`src/design/tmf_pkg.sv`:
```
package tmf_pkg;

   // Field widths.
   localparam int RAW_W      = 16;
   localparam int SAMPLE_W   = 12;
   localparam int SAMPLE_LSB = 3;
   localparam int COORD_W    = 10;
   localparam int GAIN_W     = 16;
   localparam int FRAC_W     = 16;
   localparam int PROD_W     = SAMPLE_W + GAIN_W;

   // Configuration port.
   localparam int ADDR_W = 5;
   localparam int DATA_W = 32;

   // Register reset values.
   localparam logic [SAMPLE_W-1:0] SPREAD_LIMIT_RST = 12'd50;
   localparam logic [SAMPLE_W-1:0] X_MINIMUM_RST    = 12'd120;
   localparam logic [SAMPLE_W-1:0] Y_MINIMUM_RST    = 12'd200;
   localparam logic [COORD_W-1:0]  X_SIZE_RST       = 10'd240;
   localparam logic [COORD_W-1:0]  Y_SIZE_RST       = 10'd320;
   localparam logic [GAIN_W-1:0]   X_GAIN_RST       = 16'd4054;
   localparam logic [GAIN_W-1:0]   Y_GAIN_RST       = 16'd5519;

   typedef enum logic [2:0] {
      REG_SPREAD_LIMIT = 3'd0,
      REG_X_MINIMUM    = 3'd1,
      REG_Y_MINIMUM    = 3'd2,
      REG_X_SIZE       = 3'd3,
      REG_Y_SIZE       = 3'd4,
      REG_X_GAIN       = 3'd5,
      REG_Y_GAIN       = 3'd6
   } csr_index_type;

   typedef enum logic [1:0] {
      XS_NONE = 2'd0,
      XS_OK   = 2'd1,
      XS_BAD  = 2'd2
   } x_status_type;

   typedef enum logic [2:0] {
      ST_IDLE,
      ST_RANK,
      ST_SELECT,
      ST_EVAL,
      ST_MULX,
      ST_MULY,
      ST_FINISH
   } state_type;

   typedef struct packed {
      logic [SAMPLE_W-1:0] spread_limit;
      logic [SAMPLE_W-1:0] x_minimum;
      logic [SAMPLE_W-1:0] y_minimum;
      logic [COORD_W-1:0]  x_size;
      logic [COORD_W-1:0]  y_size;
      logic [GAIN_W-1:0]   x_gain;
      logic [GAIN_W-1:0]   y_gain;
   } cfg_type;

   // Commands from the controller to the datapath.
   typedef struct packed {
      logic accept;
      logic rank;
      logic select;
      logic eval;
      logic mulx;
      logic muly;
      logic load;
   } cmd_type;

   // Status from the datapath to the controller.
   typedef struct packed {
      logic last;
      logic group_axis;
   } status_type;

endpackage

```
`src/design/touch_median_filter_to_coordinates.sv`:
```
// Touch filter: turns raw converter words into screen coordinates.
// Input channel (req_): each word carries an axis tag (0 X, 1 Y) and the raw
// 16-bit converter word; the 12-bit sample is bits 14..3. A word is accepted
// at a clock edge where req_valid is high and req_stall is low.
// The block gathers a group of SAMPLES_PER_AXIS X samples, then a group of Y
// samples; a sample on the other axis restarts the group. Each group is
// ranked and its median taken. A word that does not end a group leaves
// req_stall low. A word that ends an X group holds req_stall high through
// the rank, select and evaluate steps. A word that ends a Y group also holds
// it through the X and Y scaling steps, since one product register scales X
// and then Y, and through the finish step that loads the result word for rsp_.
// One result word carries both coordinates and a fault flag; both coordinates
// read zero when fault is set (spread too wide, median too low, or no good X
// group since the last result). While rsp_stall holds a result, the block
// keeps taking input words and only waits when the next result is ready.
// Registers sit on an APB-style port, one per 4-byte address. Reset loads
// their default values, empties the group and forgets any held X group.
module touch_median_filter_to_coordinates #(
   parameter int SAMPLES_PER_AXIS = 5
) (
   input  logic                              clock,
   input  logic                              reset,
   input  logic                              req_valid,
   output logic                              req_stall,
   input  logic                              req_axis,
   input  logic [tmf_pkg::RAW_W-1:0]         req_raw_word,
   output logic                              rsp_valid,
   input  logic                              rsp_stall,
   output logic [tmf_pkg::COORD_W-1:0]       rsp_x_coord,
   output logic [tmf_pkg::COORD_W-1:0]       rsp_y_coord,
   output logic                              rsp_fault,
   input  logic                              psel,
   input  logic                              penable,
   input  logic                              pwrite,
   input  logic [tmf_pkg::ADDR_W-1:0]        paddr,
   input  logic [tmf_pkg::DATA_W-1:0]        pwdata,
   output logic [tmf_pkg::DATA_W-1:0]        prdata,
   output logic                              pready
);

   tmf_pkg::cfg_type    cfg;
   tmf_pkg::cmd_type    cmd;
   tmf_pkg::status_type status;

   // Register file on the configuration port.
   tmf_csr u_csr (
      .clock   (clock),
      .reset   (reset),
      .psel    (psel),
      .penable (penable),
      .pwrite  (pwrite),
      .paddr   (paddr),
      .pwdata  (pwdata),
      .prdata  (prdata),
      .pready  (pready),
      .cfg     (cfg)
   );

   // The controller sequences one group at a time and owns both handshakes.
   tmf_ctrl u_ctrl (
      .clock     (clock),
      .reset     (reset),
      .req_valid (req_valid),
      .req_stall (req_stall),
      .rsp_valid (rsp_valid),
      .rsp_stall (rsp_stall),
      .status    (status),
      .cmd       (cmd)
   );

   // Sample store, ranking, checks, scaling and the output register.
   tmf_datapath #(
      .SAMPLES_PER_AXIS (SAMPLES_PER_AXIS)
   ) u_datapath (
      .clock        (clock),
      .reset        (reset),
      .cfg          (cfg),
      .cmd          (cmd),
      .status       (status),
      .req_axis     (req_axis),
      .req_raw_word (req_raw_word),
      .rsp_x_coord  (rsp_x_coord),
      .rsp_y_coord  (rsp_y_coord),
      .rsp_fault    (rsp_fault)
   );

endmodule

```
`src/design/tmf_csr.sv`:
```
module tmf_csr (
   input  logic                        clock,
   input  logic                        reset,
   input  logic                        psel,
   input  logic                        penable,
   input  logic                        pwrite,
   input  logic [tmf_pkg::ADDR_W-1:0]  paddr,
   input  logic [tmf_pkg::DATA_W-1:0]  pwdata,
   output logic [tmf_pkg::DATA_W-1:0]  prdata,
   output logic                        pready,
   output tmf_pkg::cfg_type            cfg
);

   tmf_pkg::cfg_type       cfg_ff;
   tmf_pkg::cfg_type       cfg_in;
   tmf_pkg::csr_index_type index;
   logic                   write;

   assign index  = tmf_pkg::csr_index_type'(paddr[tmf_pkg::ADDR_W-1:2]);
   assign write  = psel && penable && pwrite;
   assign pready = 1'b1;
   assign cfg    = cfg_ff;

   always_comb begin
      cfg_in = cfg_ff;
      if (write) begin
         unique case (index)
            tmf_pkg::REG_SPREAD_LIMIT: cfg_in.spread_limit = pwdata[tmf_pkg::SAMPLE_W-1:0];
            tmf_pkg::REG_X_MINIMUM:    cfg_in.x_minimum    = pwdata[tmf_pkg::SAMPLE_W-1:0];
            tmf_pkg::REG_Y_MINIMUM:    cfg_in.y_minimum    = pwdata[tmf_pkg::SAMPLE_W-1:0];
            tmf_pkg::REG_X_SIZE:       cfg_in.x_size       = pwdata[tmf_pkg::COORD_W-1:0];
            tmf_pkg::REG_Y_SIZE:       cfg_in.y_size       = pwdata[tmf_pkg::COORD_W-1:0];
            tmf_pkg::REG_X_GAIN:       cfg_in.x_gain       = pwdata[tmf_pkg::GAIN_W-1:0];
            tmf_pkg::REG_Y_GAIN:       cfg_in.y_gain       = pwdata[tmf_pkg::GAIN_W-1:0];
            default:                   cfg_in = cfg_ff;
         endcase
      end
   end

   always_comb begin
      prdata = '0;
      unique case (index)
         tmf_pkg::REG_SPREAD_LIMIT: prdata[tmf_pkg::SAMPLE_W-1:0] = cfg_ff.spread_limit;
         tmf_pkg::REG_X_MINIMUM:    prdata[tmf_pkg::SAMPLE_W-1:0] = cfg_ff.x_minimum;
         tmf_pkg::REG_Y_MINIMUM:    prdata[tmf_pkg::SAMPLE_W-1:0] = cfg_ff.y_minimum;
         tmf_pkg::REG_X_SIZE:       prdata[tmf_pkg::COORD_W-1:0]  = cfg_ff.x_size;
         tmf_pkg::REG_Y_SIZE:       prdata[tmf_pkg::COORD_W-1:0]  = cfg_ff.y_size;
         tmf_pkg::REG_X_GAIN:       prdata[tmf_pkg::GAIN_W-1:0]   = cfg_ff.x_gain;
         tmf_pkg::REG_Y_GAIN:       prdata[tmf_pkg::GAIN_W-1:0]   = cfg_ff.y_gain;
         default:                   prdata = '0;
      endcase
   end

   always_ff @(posedge clock) begin
      if (reset) begin
         cfg_ff.spread_limit <= tmf_pkg::SPREAD_LIMIT_RST;
         cfg_ff.x_minimum    <= tmf_pkg::X_MINIMUM_RST;
         cfg_ff.y_minimum    <= tmf_pkg::Y_MINIMUM_RST;
         cfg_ff.x_size       <= tmf_pkg::X_SIZE_RST;
         cfg_ff.y_size       <= tmf_pkg::Y_SIZE_RST;
         cfg_ff.x_gain       <= tmf_pkg::X_GAIN_RST;
         cfg_ff.y_gain       <= tmf_pkg::Y_GAIN_RST;
      end else begin
         cfg_ff <= cfg_in;
      end
   end

endmodule

```
`src/design/tmf_ctrl.sv`:
```
module tmf_ctrl (
   input  logic                 clock,
   input  logic                 reset,
   input  logic                 req_valid,
   output logic                 req_stall,
   output logic                 rsp_valid,
   input  logic                 rsp_stall,
   input  tmf_pkg::status_type  status,
   output tmf_pkg::cmd_type     cmd
);

   tmf_pkg::state_type state_ff;
   tmf_pkg::state_type state_in;
   logic               rsp_valid_ff;
   logic               rsp_valid_in;
   logic               out_free;

   assign req_stall = (state_ff != tmf_pkg::ST_IDLE);
   assign rsp_valid = rsp_valid_ff;
   assign out_free  = !rsp_valid_ff || !rsp_stall;

   always_comb begin
      state_in     = state_ff;
      cmd          = '0;
      rsp_valid_in = rsp_valid_ff && rsp_stall;
      unique case (state_ff)
         tmf_pkg::ST_IDLE: begin
            cmd.accept = req_valid;
            if (req_valid && status.last) begin
               state_in = tmf_pkg::ST_RANK;
            end
         end
         tmf_pkg::ST_RANK: begin
            cmd.rank = 1'b1;
            state_in = tmf_pkg::ST_SELECT;
         end
         tmf_pkg::ST_SELECT: begin
            cmd.select = 1'b1;
            state_in   = tmf_pkg::ST_EVAL;
         end
         tmf_pkg::ST_EVAL: begin
            cmd.eval = 1'b1;
            state_in = status.group_axis ? tmf_pkg::ST_MULX : tmf_pkg::ST_IDLE;
         end
         tmf_pkg::ST_MULX: begin
            cmd.mulx = 1'b1;
            state_in = tmf_pkg::ST_MULY;
         end
         tmf_pkg::ST_MULY: begin
            cmd.muly = 1'b1;
            state_in = tmf_pkg::ST_FINISH;
         end
         tmf_pkg::ST_FINISH: begin
            if (out_free) begin
               cmd.load     = 1'b1;
               rsp_valid_in = 1'b1;
               state_in     = tmf_pkg::ST_IDLE;
            end
         end
         default: begin
            state_in = tmf_pkg::ST_IDLE;
         end
      endcase
   end

   always_ff @(posedge clock) begin
      if (reset) begin
         state_ff     <= tmf_pkg::ST_IDLE;
         rsp_valid_ff <= 1'b0;
      end else begin
         state_ff     <= state_in;
         rsp_valid_ff <= rsp_valid_in;
      end
   end

`ifndef ASSERT_OFF
   a_done_starts_sort: assert property (@(posedge clock) disable iff (reset)
      (cmd.accept && status.last) |=> (state_ff == tmf_pkg::ST_RANK))
      else $error("completed group did not start the sort");

   a_word_from_finish: assert property (@(posedge clock) disable iff (reset)
      $rose(rsp_valid_ff) |-> $past(state_ff == tmf_pkg::ST_FINISH))
      else $error("result word raised outside the finish step");

   a_finish_loads: assert property (@(posedge clock) disable iff (reset)
      (state_ff == tmf_pkg::ST_FINISH && out_free)
      |=> (state_ff == tmf_pkg::ST_IDLE && rsp_valid_ff))
      else $error("finished result was not loaded into the output register");
`endif

endmodule

```
`src/design/tmf_datapath.sv`:
```
module tmf_datapath #(
   parameter int SAMPLES_PER_AXIS = 5
) (
   input  logic                          clock,
   input  logic                          reset,
   input  tmf_pkg::cfg_type              cfg,
   input  tmf_pkg::cmd_type              cmd,
   output tmf_pkg::status_type           status,
   input  logic                          req_axis,
   input  logic [tmf_pkg::RAW_W-1:0]     req_raw_word,
   output logic [tmf_pkg::COORD_W-1:0]   rsp_x_coord,
   output logic [tmf_pkg::COORD_W-1:0]   rsp_y_coord,
   output logic                          rsp_fault
);

   localparam int IDX_W   = $clog2(SAMPLES_PER_AXIS);
   localparam int MID     = SAMPLES_PER_AXIS / 2;
   localparam int SW      = tmf_pkg::SAMPLE_W;
   localparam int CW      = tmf_pkg::COORD_W;
   localparam int PW      = tmf_pkg::PROD_W;
   localparam int QW      = PW - tmf_pkg::FRAC_W + 1;

   // Ceiling of the Q16 product, subtracted from the screen extent with a floor at zero.
   function automatic logic [CW-1:0] to_coord(input logic [PW-1:0] prod,
                                              input logic [CW-1:0] size);
      logic [PW:0]   sum;
      logic [QW-1:0] q;
      begin
         sum = {1'b0, prod} + (PW+1)'({tmf_pkg::FRAC_W{1'b1}});
         q   = sum[PW:tmf_pkg::FRAC_W];
         if (QW'(size) > q) begin
            to_coord = size - q[CW-1:0];
         end else begin
            to_coord = '0;
         end
      end
   endfunction

   logic [SW-1:0]    store_ff [SAMPLES_PER_AXIS];
   logic [IDX_W-1:0] rank_ff  [SAMPLES_PER_AXIS];
   logic [IDX_W-1:0] rank_in  [SAMPLES_PER_AXIS];
   logic [IDX_W-1:0] count_ff;
   logic [IDX_W-1:0] wr_idx;
   logic             group_axis_ff;
   logic [SW-1:0]    held_med_ff;
   tmf_pkg::x_status_type held_status_ff;
   logic [SW-1:0]    median_ff;
   logic [SW-1:0]    median_in;
   logic [SW-1:0]    min_val;
   logic [SW-1:0]    max_val;
   logic             spread_bad_ff;
   logic             fault_ff;
   logic [PW-1:0]    prod_ff;
   logic [CW-1:0]    x_coord_ff;
   logic [CW-1:0]    rsp_x_ff;
   logic [CW-1:0]    rsp_y_ff;
   logic             rsp_fault_ff;
   logic [SW-1:0]    minimum;
   logic             low;
   logic [SW-1:0]    diff_x;
   logic [SW-1:0]    diff_y;
   logic             x_below;

   assign wr_idx = (req_axis != group_axis_ff) ? '0 : count_ff;
   assign status.last       = (wr_idx == IDX_W'(SAMPLES_PER_AXIS - 1));
   assign status.group_axis = group_axis_ff;

   // Rank of each sample in the group; equal values are ordered by position.
   always_comb begin
      for (int i = 0; i < SAMPLES_PER_AXIS; i++) begin
         rank_in[i] = '0;
         for (int j = 0; j < SAMPLES_PER_AXIS; j++) begin
            if (j != i) begin
               if ((store_ff[j] < store_ff[i]) || ((store_ff[j] == store_ff[i]) && (j < i))) begin
                  rank_in[i] = rank_in[i] + 1'b1;
               end
            end
         end
      end
   end

   always_comb begin
      median_in = '0;
      min_val   = '0;
      max_val   = '0;
      for (int i = 0; i < SAMPLES_PER_AXIS; i++) begin
         if (rank_ff[i] == IDX_W'(MID)) begin
            median_in = median_in | store_ff[i];
         end
         if (rank_ff[i] == '0) begin
            min_val = min_val | store_ff[i];
         end
         if (rank_ff[i] == IDX_W'(SAMPLES_PER_AXIS - 1)) begin
            max_val = max_val | store_ff[i];
         end
      end
   end

   assign minimum = group_axis_ff ? cfg.y_minimum : cfg.x_minimum;
   assign low     = (median_ff < minimum);
   assign diff_x  = held_med_ff - cfg.x_minimum;
   assign diff_y  = median_ff - cfg.y_minimum;
   // The X minimum may have been raised after the held X group was judged.
   // The offset then wraps; unless the gain is zero, the product is forced to
   // its largest value, which scales past any extent.
   assign x_below = (held_med_ff < cfg.x_minimum);

   always_ff @(posedge clock) begin
      if (reset) begin
         count_ff       <= '0;
         group_axis_ff  <= 1'b0;
         held_med_ff    <= '0;
         held_status_ff <= tmf_pkg::XS_NONE;
      end else begin
         if (cmd.accept) begin
            count_ff      <= status.last ? '0 : wr_idx + 1'b1;
            group_axis_ff <= req_axis;
         end
         if (cmd.eval) begin
            if (!group_axis_ff) begin
               held_med_ff    <= median_ff;
               held_status_ff <= (spread_bad_ff || low) ? tmf_pkg::XS_BAD : tmf_pkg::XS_OK;
            end else begin
               held_status_ff <= tmf_pkg::XS_NONE;
            end
         end
      end
   end

   always_ff @(posedge clock) begin
      if (cmd.accept) begin
         store_ff[wr_idx] <= req_raw_word[tmf_pkg::SAMPLE_LSB+SW-1:tmf_pkg::SAMPLE_LSB];
      end
      if (cmd.rank) begin
         rank_ff <= rank_in;
      end
      if (cmd.select) begin
         median_ff     <= median_in;
         spread_bad_ff <= (max_val - min_val) > cfg.spread_limit;
      end
      if (cmd.eval) begin
         fault_ff <= (held_status_ff != tmf_pkg::XS_OK) || spread_bad_ff || low;
      end
      if (cmd.mulx) begin
         prod_ff <= (x_below && (cfg.x_gain != '0)) ? '1 : PW'(diff_x) * PW'(cfg.x_gain);
      end
      if (cmd.muly) begin
         x_coord_ff <= to_coord(prod_ff, cfg.x_size);
         prod_ff    <= PW'(diff_y) * PW'(cfg.y_gain);
      end
      if (cmd.load) begin
         rsp_x_ff     <= fault_ff ? '0 : x_coord_ff;
         rsp_y_ff     <= fault_ff ? '0 : to_coord(prod_ff, cfg.y_size);
         rsp_fault_ff <= fault_ff;
      end
   end

   assign rsp_x_coord = rsp_x_ff;
   assign rsp_y_coord = rsp_y_ff;
   assign rsp_fault   = rsp_fault_ff;

`ifndef ASSERT_OFF
   a_count_in_range: assert property (@(posedge clock) disable iff (reset)
      count_ff <= IDX_W'(SAMPLES_PER_AXIS - 1))
      else $error("group count ran past the group size");

   a_y_clears_x: assert property (@(posedge clock) disable iff (reset)
      (cmd.eval && group_axis_ff) |=> (held_status_ff == tmf_pkg::XS_NONE))
      else $error("held X status survived a Y group");
`endif

endmodule
```
`config.mk`:
```
export PLATFORM = sky130hd
export DESIGN_NAME = touch_median_filter_to_coordinates
export DESIGN_NICKNAME = d
export VERILOG_FILES = /design/src/design/tmf_pkg.sv /design/src/design/touch_median_filter_to_coordinates.sv /design/src/design/tmf_csr.sv /design/src/design/tmf_ctrl.sv /design/src/design/tmf_datapath.sv
export SDC_FILE = /design/constraint.sdc
export NUM_CORES = 2
export LEC_CHECK = 0
export BUFFER_PORTS_ARGS = -buffer_cell sky130_fd_sc_hd__buf_4
export CELL_PAD_IN_SITES_DETAIL_PLACEMENT = 0
export CELL_PAD_IN_SITES_GLOBAL_PLACEMENT = 1
export CORE_ASPECT_RATIO = 1.25
export CORE_MARGIN = 2
export CORE_UTILIZATION = 50
export CTS_BUF_LIST = sky130_fd_sc_hd__clkbuf_8
export CTS_CLUSTER_SIZE = 28
export DETAILED_ROUTE_END_ITERATION = 8
export PLACE_DENSITY_LB_ADDON = 0.1
export SLEW_MARGIN = 15
export SYNTH_ARGS = -nofsm -noshare
export SYNTH_HDL_FRONTEND = slang
export SYNTH_SLANG_ARGS = --single-unit
```
`constraint.sdc`:
```
create_clock -name clock -period 8.7 [get_ports clock]
set_clock_uncertainty 0.2 [all_clocks]
set_input_delay 0.87 -clock clock [delete_from_list [all_inputs] [get_ports clock]]
set_output_delay 0.87 -clock clock [all_outputs]
set_load 0.005 [all_outputs]
```
==> impl_metrics.py <==
metrics = {
    "clock_network": {
        "ctsRootBufferMaster": "clkbuf_8",
        "numCtsBuffers": 46,
        "clock_latency_ps": 650,
        "cts_num_sinks": 258,
        "cts_tree": "built",
        "cts_buffer_depth": 3,
        "cts-hold-fix-buffers": 0,
        "clkTransAtPathRegs_ps": 70,
        "cts-htree-levels": 2,
    },
    "worst_setup_path": {
        "end_kind": "flop",
        "startpoint_type": "flop",
        "worst_ep_arrival_time_ps": 8470,
        "reg2reg_from": "u_datapath.median_ff[0]",
        "critPathLaunch": "u_datapath.median_ff[0]",
        "critPathKind": "reg -> reg",
        "worstPathMaxFanout": 11,
        "cp_slowest_cell": "fa_1",
        "critPathRequiredTime_ps": 8860,
        "max_stage_delay_ps": 560,
        "cpMostUsedCell": "fa_1",
    },
    "run_status": {
        "status": "complete, but fails checks",
        "violations": "DRC",
    },
    "routing": {
        "vias": 23870,
        "drc": 3,
        "wl_um": 88490,
        "first_pass_iters": 9,
        "routedWlPerCell_um": 21.21,
        "avgViaCountPerCell": 5.723,
        "drtIter0Drc": 2016,
        "ant_nets": 0,
    },
    "sta": {
        "worst_slew_pin_slew_ps": 1204,
        "slew_headroom": 0.1939,
        "hold_viol": 0,
        "fin_setup_tns_ps": 0,
        "slew_viol_final": 0,
        "fin_crit_ps": 8310,
        "fmax_mhz": 120.3,
        "period_share": 0.9552,
        "setup_ws_ps": 390.1,
        "setup_viol": 0,
        "rsz0062_at_grt": "false",
    },
    "placed_design": {
        "dp_hpwl_um": 70910,
        "place_ws_ps": 312.6,
        "port_buffers": 77,
        "finalWeightedCongestion": 0.9506,
    },
    "floorplan": {
        "dieArea_um2": 61270,
        "fp-row-count": 99,
        "die_x_um": 221.8,
        "initial_core_util": 0.5071,
        "die_y_um": 276.2,
        "core-area_um2": 58470,
        "pin_count": 117,
    },
    "global_route": {
        "grt_max_degree": 103,
        "grt_pass1_wl_um": 139300,
        "grt_pass1_vias": 25040,
        "grt_usage": 0.2919,
        "overflow": 0,
        "antenna_found_initial": 1,
    },
    "job": {
        "maxCapViolations": 0,
    },
    "power_and_ir_drop": {
        "total_power_w": 0.004145,
        "p_per_area_nw_per_um2": 128.4,
        "ir_drop_mv": 0.2186,
        "leakagePower_nw": 15.10,
    },
    "cells_and_area": {
        "nNetsFinal": 4068,
        "drive_above_1_share": 0.08409,
        "final_common_cell": "inv_1",
        "area_growth_pct": 8.884,
        "fill_cells": 5408,
        "final_cell_mix": "inv_1, nand2_1, ha_1, fa_1, a21oi_1",
    },
    "yosys": {
        "yosysUniqueCellTypes": 80,
        "ys_warn_count": 0,
        "yosys_register_bits": 258,
        "avgSynthCellArea_um2": 8.951,
        "yosys_most_used_dff": "edfxtp_1",
        "syn_inst": 3312,
        "syn_area_um2": 29650,
        "synth_async_sr_flop_share": 0,
        "seq_area_frac_synth": 0.2242,
        "synth_edf_count": 148,
    },
    "min_path": {
        "hold_path_class": "in -> reg",
        "hold_start": "req_raw_word[8]",
    },
}
[cell usage after synthesis, types with 43 or more instances]
master | n | area share
inv_1 | 507 | 0.064
nand2_1 | 498 | 0.063
edfxtp_1 | 148 | 0.15
dfxtp_1 | 110 | 0.074
ha_1 | 346 | 0.15
xor2_1 | 43 | 0.013
clkbuf_1 | 106 | 0.013
nor2b_1 | 54 | 0.011
a21o_1 | 59 | 0.015
xnor2_1 | 63 | 0.019
nand2b_1 | 71 | 0.015
a21oi_1 | 187 | 0.032
nor2_1 | 123 | 0.016
fa_1 | 285 | 0.19
a22oi_1 | 51 | 0.013
mux2i_1 | 51 | 0.017
o21ai_0 | 69 | 0.012
and2_1 | 93 | 0.020
[critical path, delay by kind of cell (launching register included)]
| family | cells | cell delay [ps] |
|---|---|---|
| fa+ha+maj | 8 | 3640 |
| compound gates | 11 | 2600 |
| simple gates | 3 | 670 |
| buf+inv | 6 | 520 |
| flops | 1 | 420 |
[kinds of logic after synthesis]
group / synth area share
xor+xnor: 0.03132
fa+ha+maj: 0.3385
other cells: 0.0002533
flops: 0.2242
compound gates: 0.1250
buf+inv: 0.08525
mux: 0.02861
simple gates: 0.1669
[report_power, final]
part           switching, W  total (W)  internal, W  leakage, nW
Clock              0.000557    0.00130     0.000744        0.578
Combinational      0.000917    0.00152     0.000603         12.3
Sequential        0.0000241    0.00132      0.00130         2.24
Total               0.00150    0.00414      0.00265         15.1
[per-stage QoR]
step / util / hold WS, ps / cell area [µm²] / std cells
finish: 0.5521 / 236.4 / 32280 / 4171
global route: 0.5521 / 193.3 / 32280 / 4171
CTS: 0.5516 / 181.8 / 32250 / 4168
detailed placement: 0.5336 / 254.7 / 31200 / 4083
global placement: 0.5334 / 252.5 / 31190 / 4083
floorplan: - / 236.3 / 29700 / 3327
[what timing repair did]
| action | CTS | global route |
|---|---|---|
| hold endpoints to repair | 0 | 0 |
| buffers inserted | 0 | 2 |
| resized for setup | 0 | 5 |
| endpoints found under the setup margin | 0 | 4 |
[worst paths after layout]
kind                                to  slack (ps)  depth (start not counted)
max             u_datapath.prod_ff[24]         390                         28
min          u_datapath.store_ff[1][5]         240                          1
max reg2reg     u_datapath.prod_ff[24]         390                         28
min reg2reg  u_datapath.held_med_ff[0]         260                          2
[cell type report]
type,instances,area (µm²),share of cell area
inverters,508,1907,0.05907
clock inverters,32,324.1,0.01004
well taps,757,947.2,0.02934
flip-flops and latches,258,6646,0.2059
multi-input cells,2421,20660,0.6401
clock buffers,53,729.5,0.02260
diodes,1,2.502,0.00007752
repair buffers,141,1062,0.03291
[flip-flops by register name, indices dropped and copies added (netlist names), 10 cells and up]
signal	cells
u_datapath.held_med_ff	12
u_datapath.rsp_y_coord	10
u_datapath.median_ff	12
u_datapath.rsp_x_coord	10
u_datapath.prod_ff	28
u_datapath.store_ff	60
u_datapath.rank_ff	15
u_csr.cfg	88
u_datapath.x_coord_ff	10
[per-layer routing]
metal | track usage | routed length [µm] | share of wire
met1 | 0.3308 | 33810 | 0.38
met2 | 0.5420 | 46410 | 0.52
met3 | 0.02891 | 3303 | 0.037
met4 | 0.1499 | 4963 | 0.056
met5 | 0 | 0 | 0
Power figures use the tool's default switching activity.
